$ cat config.mk
export PLATFORM = sky130hd
export DESIGN_NAME = sorted_priority_queue
export DESIGN_NICKNAME = d
export VERILOG_FILES = /design/src/design/sortpq_pkg.sv /design/src/design/sortpq_ctrl.sv /design/src/design/sortpq_dp.sv /design/src/design/sorted_priority_queue.sv
export SDC_FILE = /design/constraint.sdc
export NUM_CORES = 2
export LEC_CHECK = 0
export BUFFER_PORTS_ARGS = -buffer_cell sky130_fd_sc_hd__buf_2
export CAP_MARGIN = 20
export CORE_ASPECT_RATIO = 1.4
export CORE_MARGIN = 5
export CORE_UTILIZATION = 45
export DETAILED_ROUTE_END_ITERATION = 8
export GPL_TIMING_DRIVEN = 0
export SLEW_MARGIN = 30
export SYNTH_ARGS = -nofsm -noshare
export SYNTH_HDL_FRONTEND = slang
export SYNTH_SLANG_ARGS = --single-unit
export TNS_END_PERCENT = 30
$ cat constraint.sdc
create_clock -name clk -period 5.85 [get_ports clk]
set_clock_uncertainty 0.15 [all_clocks]
set_input_delay 1.17 -clock clk [delete_from_list [all_inputs] [get_ports clk]]
set_output_delay 1.17 -clock clk [all_outputs]
set_load 0.05 [all_outputs]
$ cat src/design/sortpq_pkg.sv
`timescale 1ns / 1ps
// ----------------------------------------------------------------------------
// Sorted priority queue package
// Request and status codes, field widths and the command and status
// structs that pass between the controller and the datapath.
// ----------------------------------------------------------------------------
package sortpq_pkg;

  localparam int REQ_W    = 2;
  localparam int VAL_W    = 32;
  localparam int IPRIO_W  = 8;
  localparam int STATUS_W = 2;
  localparam int FILL_W   = 5;

  localparam logic [REQ_W-1:0] REQ_ENQ  = 2'd0;
  localparam logic [REQ_W-1:0] REQ_DEQ  = 2'd1;
  localparam logic [REQ_W-1:0] REQ_PEEK = 2'd2;

  localparam logic [STATUS_W-1:0] ST_OK    = 2'd0;
  localparam logic [STATUS_W-1:0] ST_EMPTY = 2'd1;
  localparam logic [STATUS_W-1:0] ST_FULL  = 2'd2;

  typedef struct packed {
    logic                load;
    logic                insert;
    logic                remove;
    logic                capture;
    logic                show_head;
    logic [STATUS_W-1:0] res_status;
  } sortpq_cmd_t;

  typedef struct packed {
    logic [REQ_W-1:0] req_code;
    logic             empty;
    logic             full;
  } sortpq_stat_t;

endpackage

$ cat src/design/sortpq_ctrl.sv
`timescale 1ns / 1ps
// ----------------------------------------------------------------------------
// Sorted priority queue controller
// Steps each request through accept, execute and result hand-off, and
// decides the operation and status from the queue's empty and full flags.
// ----------------------------------------------------------------------------
module sortpq_ctrl
  import sortpq_pkg::*;
(
  input  logic         clk,
  input  logic         rst,
  input  logic         in_valid,
  output logic         in_ready,
  output logic         out_valid,
  input  logic         out_ready,
  input  sortpq_stat_t stat,
  output sortpq_cmd_t  cmd
);

  localparam logic [1:0] S_IDLE = 2'd0;
  localparam logic [1:0] S_EXEC = 2'd1;
  localparam logic [1:0] S_RESP = 2'd2;

  logic [1:0] state;
  logic [1:0] state_next;

  assign in_ready  = (state == S_IDLE);
  assign out_valid = (state == S_RESP);

  always_comb begin
    state_next = state;
    cmd        = '0;
    case (state)
      S_IDLE: begin
        if (in_valid) begin
          cmd.load   = 1'b1;
          state_next = S_EXEC;
        end
      end
      S_EXEC: begin
        cmd.capture    = 1'b1;
        cmd.res_status = ST_OK;
        case (stat.req_code)
          REQ_ENQ: begin
            if (stat.full) begin
              cmd.res_status = ST_FULL;
            end else begin
              cmd.insert = 1'b1;
            end
          end
          REQ_DEQ: begin
            if (stat.empty) begin
              cmd.res_status = ST_EMPTY;
            end else begin
              cmd.remove    = 1'b1;
              cmd.show_head = 1'b1;
            end
          end
          REQ_PEEK: begin
            if (stat.empty) begin
              cmd.res_status = ST_EMPTY;
            end else begin
              cmd.show_head = 1'b1;
            end
          end
          default: begin
            cmd.res_status = ST_OK;
          end
        endcase
        state_next = S_RESP;
      end
      S_RESP: begin
        if (out_ready) begin
          state_next = S_IDLE;
        end
      end
      default: begin
        state_next = S_IDLE;
      end
    endcase
  end

  always_ff @(posedge clk) begin
    if (rst) begin
      state <= S_IDLE;
    end else begin
      state <= state_next;
    end
  end

  a_insert_not_full: assert property (@(posedge clk) disable iff (rst)
    cmd.insert |-> !stat.full)
    else $error("insert issued while the queue is full");

  a_remove_not_empty: assert property (@(posedge clk) disable iff (rst)
    cmd.remove |-> !stat.empty)
    else $error("remove issued while the queue is empty");

  a_exec_then_resp: assert property (@(posedge clk) disable iff (rst)
    cmd.load |=> (state == S_EXEC) ##1 out_valid)
    else $error("accepted item did not reach the result stage");

endmodule

$ cat src/design/sortpq_dp.sv
`timescale 1ns / 1ps
// ----------------------------------------------------------------------------
// Sorted priority queue datapath
// A row of compare-and-shift cells kept in service order, the request
// register, the occupancy counter and the result register.
// ----------------------------------------------------------------------------
module sortpq_dp
  import sortpq_pkg::*;
#(
  parameter int DEPTH     = 16,
  parameter int PRIO_BITS = 8
) (
  input  logic                       clk,
  input  logic                       rst,
  input  logic [REQ_W-1:0]           req_type,
  input  logic signed [VAL_W-1:0]    item_value,
  input  logic [IPRIO_W-1:0]         item_priority,
  input  sortpq_cmd_t                cmd,
  output sortpq_stat_t               stat,
  output logic [STATUS_W-1:0]        status,
  output logic signed [VAL_W-1:0]    head_value,
  output logic [FILL_W-1:0]          fill_count
);

  localparam int OCC_W = $clog2(DEPTH + 1);
  localparam logic [OCC_W-1:0] OCC_MAX = OCC_W'(DEPTH);

  logic [REQ_W-1:0]     req_code;
  logic [VAL_W-1:0]     req_val;
  logic [PRIO_BITS-1:0] req_prio;

  logic [VAL_W-1:0]     vals  [DEPTH];
  logic [PRIO_BITS-1:0] prios [DEPTH];
  logic [DEPTH-1:0]     behind;

  logic [OCC_W-1:0] occ;
  logic [OCC_W-1:0] occ_next;

  assign stat.req_code = req_code;
  assign stat.empty    = (occ == '0);
  assign stat.full     = (occ == OCC_MAX);

  always_ff @(posedge clk) begin
    if (cmd.load) begin
      req_code <= req_type;
      req_val  <= item_value;
      req_prio <= PRIO_BITS'(item_priority);
    end
  end

  // A cell lies behind the new entry when it is empty or holds a larger
  // priority number; the new entry lands in the first such cell.
  for (genvar k = 0; k < DEPTH; k++) begin : g_cell
    localparam logic [OCC_W-1:0] IDX = OCC_W'(k);

    assign behind[k] = (IDX >= occ) || (prios[k] > req_prio);

    always_ff @(posedge clk) begin
      if (cmd.insert && behind[k]) begin
        if (k == 0) begin
          vals[k]  <= req_val;
          prios[k] <= req_prio;
        end else if (!behind[(k == 0) ? 0 : k - 1]) begin
          vals[k]  <= req_val;
          prios[k] <= req_prio;
        end else begin
          vals[k]  <= vals[(k == 0) ? 0 : k - 1];
          prios[k] <= prios[(k == 0) ? 0 : k - 1];
        end
      end else if (cmd.remove && (k < DEPTH - 1)) begin
        vals[k]  <= vals[(k < DEPTH - 1) ? k + 1 : k];
        prios[k] <= prios[(k < DEPTH - 1) ? k + 1 : k];
      end
    end
  end

  always_comb begin
    occ_next = occ;
    if (cmd.insert) begin
      occ_next = occ + 1'b1;
    end else if (cmd.remove) begin
      occ_next = occ - 1'b1;
    end
  end

  always_ff @(posedge clk) begin
    if (rst) begin
      occ <= '0;
    end else begin
      occ <= occ_next;
    end
  end

  always_ff @(posedge clk) begin
    if (cmd.capture) begin
      status     <= cmd.res_status;
      head_value <= cmd.show_head ? vals[0] : '0;
      fill_count <= FILL_W'(occ_next);
    end
  end

  a_occ_bound: assert property (@(posedge clk) disable iff (rst)
    occ <= OCC_MAX)
    else $error("occupancy exceeds the queue depth");

  a_single_update: assert property (@(posedge clk) disable iff (rst)
    !(cmd.insert && cmd.remove))
    else $error("insert and remove issued together");

  a_head_sorted: assert property (@(posedge clk) disable iff (rst)
    (occ >= OCC_W'(2)) |-> (prios[0] <= prios[1]))
    else $error("head entries are out of priority order");

endmodule

$ cat src/design/sorted_priority_queue.sv
`timescale 1ns / 1ps
// ----------------------------------------------------------------------------
// Sorted priority queue
// Bounded queue of DEPTH entries kept in priority order, smaller number
// first, with equal priorities served in arrival order.
// ----------------------------------------------------------------------------
// Each request (enqueue, dequeue or peek) passes through the controller's
// accept, execute and result states: accept takes it in, execute has every
// storage cell compare its priority with the new one and shift in parallel,
// and result presents the outcome, which then holds until it is taken. The
// next item is accepted in the cycle after the result is taken, so the queue
// takes no new item while one is still in execute or awaiting hand-off.
// Enqueue when full answers with a full status and changes nothing;
// dequeue or peek when empty answers with an empty status.
// ----------------------------------------------------------------------------
module sorted_priority_queue
  import sortpq_pkg::*;
#(
  parameter int DEPTH     = 16,
  parameter int PRIO_BITS = 8
) (
  input  logic                    clk,
  input  logic                    rst,
  input  logic                    in_valid,
  output logic                    in_ready,
  input  logic [REQ_W-1:0]        req_type,
  input  logic signed [VAL_W-1:0] item_value,
  input  logic [IPRIO_W-1:0]      item_priority,
  output logic                    out_valid,
  input  logic                    out_ready,
  output logic [STATUS_W-1:0]     status,
  output logic signed [VAL_W-1:0] head_value,
  output logic [FILL_W-1:0]       fill_count
);

  sortpq_cmd_t  cmd;
  sortpq_stat_t stat;

  sortpq_ctrl u_ctrl (
    .clk       (clk),
    .rst       (rst),
    .in_valid  (in_valid),
    .in_ready  (in_ready),
    .out_valid (out_valid),
    .out_ready (out_ready),
    .stat      (stat),
    .cmd       (cmd)
  );

  sortpq_dp #(
    .DEPTH     (DEPTH),
    .PRIO_BITS (PRIO_BITS)
  ) u_dp (
    .clk           (clk),
    .rst           (rst),
    .req_type      (req_type),
    .item_value    (item_value),
    .item_priority (item_priority),
    .cmd           (cmd),
    .stat          (stat),
    .status        (status),
    .head_value    (head_value),
    .fill_count    (fill_count)
  );

endmodule
**After elaboration in Yosys (flattened, before gate mapping)**

Memories as Yosys holds them, arrays and structs flattened.
Cells that the tools add are included.

- Register bits after elaboration: 88
- RAM bits: 640
- Bits of input ports: 46
- Output and inout port bits: 41
- Word-level logic and storage cells: 347
- Memories kept: 2

- Add/subtract/negate cells: 2
- $lt $le $gt $ge: 32
- Equality and inequality tests: 7
- Muxes and demuxes: 199
- Bitwise logic cells: 60
- Reductions and logical operators: 37

Memories:

| name | depth | bits a word | rd ports | clocked after memory_dff | wr ports | RTL line | text |
|---|---|---|---|---|---|---|---|
| u_dp.vals | 16 | 32 | 16 | 0 | 16 | sortpq_dp.sv:32 | `logic [VAL_W-1:0] vals [DEPTH];` |
| u_dp.prios | 16 | 8 | 16 | 0 | 16 | sortpq_dp.sv:33 | `logic [PRIO_BITS-1:0] prios [DEPTH];` |

Operators by type and width:

| cell | count |
|---|---|
| two-way mux 32 bit | 30 |
| two-way mux 8 bit | 30 |
| two-way mux 1 bit | 131 |
| > comparator 8 bit | 16 |
| bitwise OR 1 bit | 60 |
| greater-or-equal comparator 4 x 5 -> 1 bit, first input constant | 8 |
| greater-or-equal comparator 3 x 5 -> 1 bit, first input constant | 4 |
| logical AND 1 bit | 16 |
| logical OR 1 bit | 16 |
| greater-or-equal comparator 1 x 5 -> 1 bit, first input constant | 2 |
| greater-or-equal comparator 2 x 5 -> 1 bit, first input constant | 2 |
| two-way mux 5 bit | 2 |
| two-way mux 2 bit | 3 |
| two-way mux 6 bit | 1 |
| one-hot mux 2 bit (3 select lines) | 1 |
| adder 5 x 1 -> 5 bit, second input constant | 1 |
| equality test 5 bit, second input constant | 1 |
| zero test 5 bit | 1 |
| subtractor 5 x 1 -> 5 bit, second input constant | 1 |
| equality test 2 x 1 -> 1 bit, second input constant | 2 |
| equality test 2 bit, second input constant | 2 |
| zero test 2 bit | 2 |
| one-hot mux 2 bit (2 select lines) | 1 |
| inequality test 2 x 1 -> 1 bit, second input constant | 1 |
| other kinds (3) | 3 |

**Logic depth before layout (Yosys ltp)**

- Word-level depth: 9
- Depth in mapped cells: 12
- Depth with buffers taken out: 8

**Cells and area by module**

A second synthesis with hierarchy kept.

- Cell total of the unflattened synthesis: 2910
- Area, all modules: 37533.5 µm²

Modules (own cells, without submodules):

| module | instances | cells each | area an instance (µm²) | sequential area each (µm²) |
|---|---|---|---|---|
| sortpq_dp | 1 | 2890 | 37350.8 | 21750.9 |
| sortpq_ctrl | 1 | 20 | 182.7 | 40.0 |

**Worst setup path after synthesis**

No wires, ideal clock.

- Kind: register to register
- From: register u_ctrl.state[0]
- To: memory u_dp.prios[5][0], in the netlist u_dp.prios[0][40], enable pin
- Library setup time: 0.493 ns
- Data arrival time: 4.752 ns
- Data required time: 5.207 ns
- Path slack: 0.455 ns
- Cell stages (with the launch flop): 8
- Buffers on the path: 4
- Period minus slack after synthesis: 5.395 ns
- Cell sequence: dfxtp_1 -> nor2b_1 -> buf_2 -> nand3_2 -> buf_2 -> buf_1 -> clkbuf_1 -> o21ai_0

RTL lines:

| what | RTL line | text |
|---|---|---|
| start, declared | sortpq_ctrl.sv:24 | `logic [1:0] state;` |
| start signal, assigned | sortpq_ctrl.sv:87 | `state <= state_next;` |
| end, declared | sortpq_dp.sv:33 |  |

==> results.env <==
POST_CTS_RESIZED=0
FP.DIEH_UM=358
CTS_ROOT_BUFFER='sky130_fd_sc_hd__clkbuf_16'
PLACEMENT.IO_BUFFERS=86
SYNTH_TOP_CELLS_BY_AREA='sky130_fd_sc_hd__edfxtp_1 (55%), sky130_fd_sc_hd__a221o_1 (5.2%), sky130_fd_sc_hd__ha_1 (4.4%), sky130_fd_sc_hd__nand3_1 (3.7%), sky130_fd_sc_hd__o211ai_1 (3.4%)'
CELLLEAKAGEPOWER_uW=0.0151
CP_DATA_REQUIRED_TIME_PS=5940
HOLD_CLASS='flop to flop'
TOTAL_SWITCHING_POWER_uW=3060
NET_COUNT_OF_THE_FINISHED_LAYOUT=3703
FLOORPLAN.INITIALDENSITY_PCT=45.5
SYNTHESIS.INSTANCES=3324
NUMBER_OF_DESIGN_RULE_VIOLATIONS_LEFT_BY_THE_FIRST_DETAILED_ROUTER_ITERATION=4081
CELL_ACCOUNTING_FOR_THE_MOST_SYNTHESIZED_AREA='sky130_fd_sc_hd__edfxtp_1'
NETSWITCHINGFRACTION_PCT=25.3
DRCVIOLATIONCOUNT=0
GRT_SETUP_UNREPAIRED='no'
HOLD_VIOL=0
CTS-HTREE-LEVELS=3
TIME_THE_WORST_PATH_NEEDS_WITH_I_O_DELAYS_AND_SETUP_PS=5270
CHIPWIDTH_UM=259
CTS_BUFFER_DEPTH=3
DRV_CAP=0
GLOBALROUTETOTALUTIL_PCT=31.9
ENDPOINT_KIND='flop'
DPL_CELL_AREA_MM2=0.0417
IOPINCOUNT=87
SYNTH_FLOP_TYPE='sky130_fd_sc_hd__edfxtp_1'
CRIT_FANOUT=40
SYNTHSIMPLEGATEAREAFRAC_PCT=12.6
ROUTED-VIA-COUNT=32100
YOSYSWARNINGCOUNT=0
PWR-SHARE-COMB_PCT=9.5
SYNTH_SEQUENTIAL_AREA_RATIO_PCT=55.9
CLK_TRANSITION_REPORTED_PATHS_PS=60
ACHIEVABLE-FREQUENCY_MHz=190
FINAL_LAYOUT_SIZE_SUFFIX_GT1_SHARE_PCT=14.2
POWER_SHARE_OF_THE_CLOCK_GROUP_PCT=40.6
POWER-PER-CELL-AREA_mW_PER_MM2=274
IR_WORST_VDD_V=0.000240
ROW_COUNT=127
GRT_MAX_DEGREE=46
AREA_GROWTH_SYN_TO_LAYOUT_PCT=13.1
TRITONCTS='built'
WL_MET2_MM=73.8
PLACE.GP.CONGESTION=1.01
CORE_MM2=0.0858
POWER_REPORT.INTERNAL_TOTAL_uW=9040
DRT-MET1-WL_MM=52.5
SYN_AVG_CELL_AREA_UM2=11.7
SYNTHMUXAREASHARE_PCT=1.23
CTS.REPAIR_TIMING.SETUP_BUFFER_COUNT=0
NUMBER_OF_GLOBAL_ROUTE_VIAS_BEFORE_REPAIR=32500
SYNTH_ENABLE_FLOP_CELLS=721
LAYOUT_SETUP_WS_PS=579
MET3_LENGTH_MM=14.2
YOSYS.CELL_TYPES.COUNT=79
DRT_PRE_ANTENNA_ITERS=6
FFS_W_ASYNC_S_R_SYNTH_PCT=0
WIRELENGTH_PER_CELL_UM=32.6
SLEW_LIMIT_FAILS=0
DRT-VIAS-PER-INSTANCE=6.86
ANT_NETS_AFTER_ROUTE=0
WIRE_LENGTH_OF_THE_FIRST_GLOBAL_ROUTING_PASS_MM=217
SYNTH-ADDER-AREA-SHARE_PCT=4.36
CRITPATHKIND='flop to flop'
SLEW_HEADROOM_PCT=23.6
GRT_OVERFLOW=0
CLOCK-SINKS=728
SYNTHDOMINANTCELLAREASHARE_PCT=55.5
FINALINSTANCEAREA_MM2=0.0441
FIN_TNS_SETUP_PS=0
YOSYS_REGISTER_BITS=728
WL_MM=153
CTS.HOLD.BUFFERS_ADDED=0
POST_SYNTHESIS_CELL_AREA_MM2=0.0390
CRITPATHLAUNCHTYPE='flop'
FIN_CRIT_SH_PCT=90.1
SYNTH_COMPOUND_GATE_AREA_SHARE_PCT=20.7
HOLD-WORST-SLACK_PS=398
TOP_LAYER_USED='met5'
CP_DATA_ARRIVAL_TIME_PS=5360
WORST-SLEW-PIN-TRANSITION_PS=1150
DETAILED_PLACE_HPWL_MM=113
DESIGN.DIE.AREA_MM2=0.0928
SETUP_VIOL=0
SYNTH_TOP_FAMILY_BY_AREA='compound AO/OA/AOI/OAI gates'
SYNTH_FP_NETS=3506
CTS_MADE_BUFFERS=76
ANTENNA_VIOLATIONS_BEFORE_REPAIR=11
CLKLATENCYLATEPIN_PS=670
SEQUENTIALPOWERSHARE_PCT=49.8
DP_SLACK_PS=808
OUTCOME='complete, no violations'
SYNTH_XOR_AREA_SHARE_PCT=0.0898
## worst paths after layout
| path | from | endpoint | slack (ps) | cells past startpoint |
|---|---|---|---|---|
| worst min register to register | u_dp.vals[0][2] | u_dp.head_value[2] | 400 | 1 |
| worst max register to register | u_dp.occ[1] | u_dp.vals[0][211] | 580 | 9 |
| worst min-delay path | u_dp.vals[0][2] | u_dp.head_value[2] | 400 | 1 |
| worst max-delay path | u_dp.occ[1] | u_dp.vals[0][211] | 580 | 9 |
## synthesized netlist by cell type, drive strengths merged (44+ instances only)
master,number
o21ai,147
nand3,292
nor3,54
and2,82
o311ai,121
o221ai,82
and3,162
ha,136
clkbuf,248
inv,141
nand2,127
o211ai,175
buf,116
edfxtp,721
a221o,201
or2,44
a21oi,103
## cell usage in the layout, fill, tap and decap left out, types with 53 or more instances in the layout
cell type | Yosys | routed
sky130_fd_sc_hd__and3_1 | 162 | 162
sky130_fd_sc_hd__nand3_1 | 290 | 289
sky130_fd_sc_hd__o211ai_1 | 175 | 175
sky130_fd_sc_hd__a221o_1 | 201 | 201
sky130_fd_sc_hd__o311ai_0 | 89 | 89
sky130_fd_sc_hd__inv_1 | 141 | 134
sky130_fd_sc_hd__o21ai_0 | 144 | 137
sky130_fd_sc_hd__ha_1 | 136 | 136
sky130_fd_sc_hd__buf_2 | 88 | 177
sky130_fd_sc_hd__edfxtp_1 | 721 | 721
sky130_fd_sc_hd__a21oi_1 | 99 | 98
sky130_fd_sc_hd__nand2_1 | 127 | 119
sky130_fd_sc_hd__and2_1 | 81 | 80
sky130_fd_sc_hd__clkbuf_16 | 0 | 80
sky130_fd_sc_hd__o221ai_1 | 82 | 82
sky130_fd_sc_hd__nor3_1 | 54 | 53
sky130_fd_sc_hd__clkbuf_1 | 247 | 257
## cells by family (layout without fill, tap and decap cells)
kind of cell	count (synthesis)	after routing
AO/OA/AOI/OAI	1011	1011
adder cells (fa/ha/maj)	136	136
multiplexers	43	43
XOR/XNOR	4	4
other	0	2
buffers and inverters	505	761
flip-flops	728	728
AND/OR/NAND/NOR	897	897
## critical path, cell delays in order (launching register included)
cell	delay (ps)
sky130_fd_sc_hd__dfxtp_1	340
sky130_fd_sc_hd__buf_2	200
sky130_fd_sc_hd__inv_1	120
sky130_fd_sc_hd__ha_1	260
sky130_fd_sc_hd__or4b_4	530
sky130_fd_sc_hd__nand3_2	560
sky130_fd_sc_hd__buf_2	600
sky130_fd_sc_hd__buf_1	670
sky130_fd_sc_hd__buf_2	760
sky130_fd_sc_hd__nand2_4	580
## layer usage
| metal | vias up | global-route usage [%] |
|---|---|---|
| met2 | 1924 | 54.8 |
| met1 | 15800 | 35.9 |
| li1 | 13800 | - |
| met5 | - | 0 |
| met3 | 547 | 6.88 |
| met4 | 8 | 20.8 |
## area by class of cell
| class | instances | area (um2) |
|---|---|---|
| inverters | 141 | 529 |
| clock buffers | 97 | 2080 |
| fillers | 7710 | 41700 |
| clock inverters | 40 | 319 |
| repair buffers | 119 | 1040 |
| diodes | 2 | 5.00 |
| multi-input cells | 2091 | 15500 |
| plain buffers | 364 | 1520 |
| flip-flops and latches | 728 | 21800 |
| well taps | 1096 | 1370 |
## power groups by stage
| stage | clock network, uW | registers (uW) | logic (uW) |
|---|---|---|---|
| 2_1_floorplan | 0 | 6140 | 679 |
| 3_3_place_gp | 0 | 6150 | 1060 |
| 3_5_place_dp | 0 | 6140 | 1130 |
| 4_1_cts | 4930 | 6020 | 1130 |
| 5_1_grt | 5120 | 6030 | 1230 |
| 6_report | 4920 | 6030 | 1150 |
## state kept, by name, indices dropped and copies added, names as in the netlist
register	flops
u_dp.prios	128
u_dp.occ	5
u_dp.fill_count	5
u_dp.req_code	2
u_dp.vals	512
u_dp.head_value	32
u_ctrl.state	2
u_dp.status	2
u_dp.req_val	32
u_dp.req_prio	8
## per-stage QoR
step | power, uW | util (%) | instances
after floorplan | 6810 | - | 3324
after global placement | 7210 | 47.6 | 4506
after detailed placement | 7260 | 48.6 | 4539
after CTS | 12100 | 51.4 | 4676
after global routing | 12400 | 51.4 | 4676
final | 12100 | 51.4 | 4678
(Power assumes the default switching activity.)
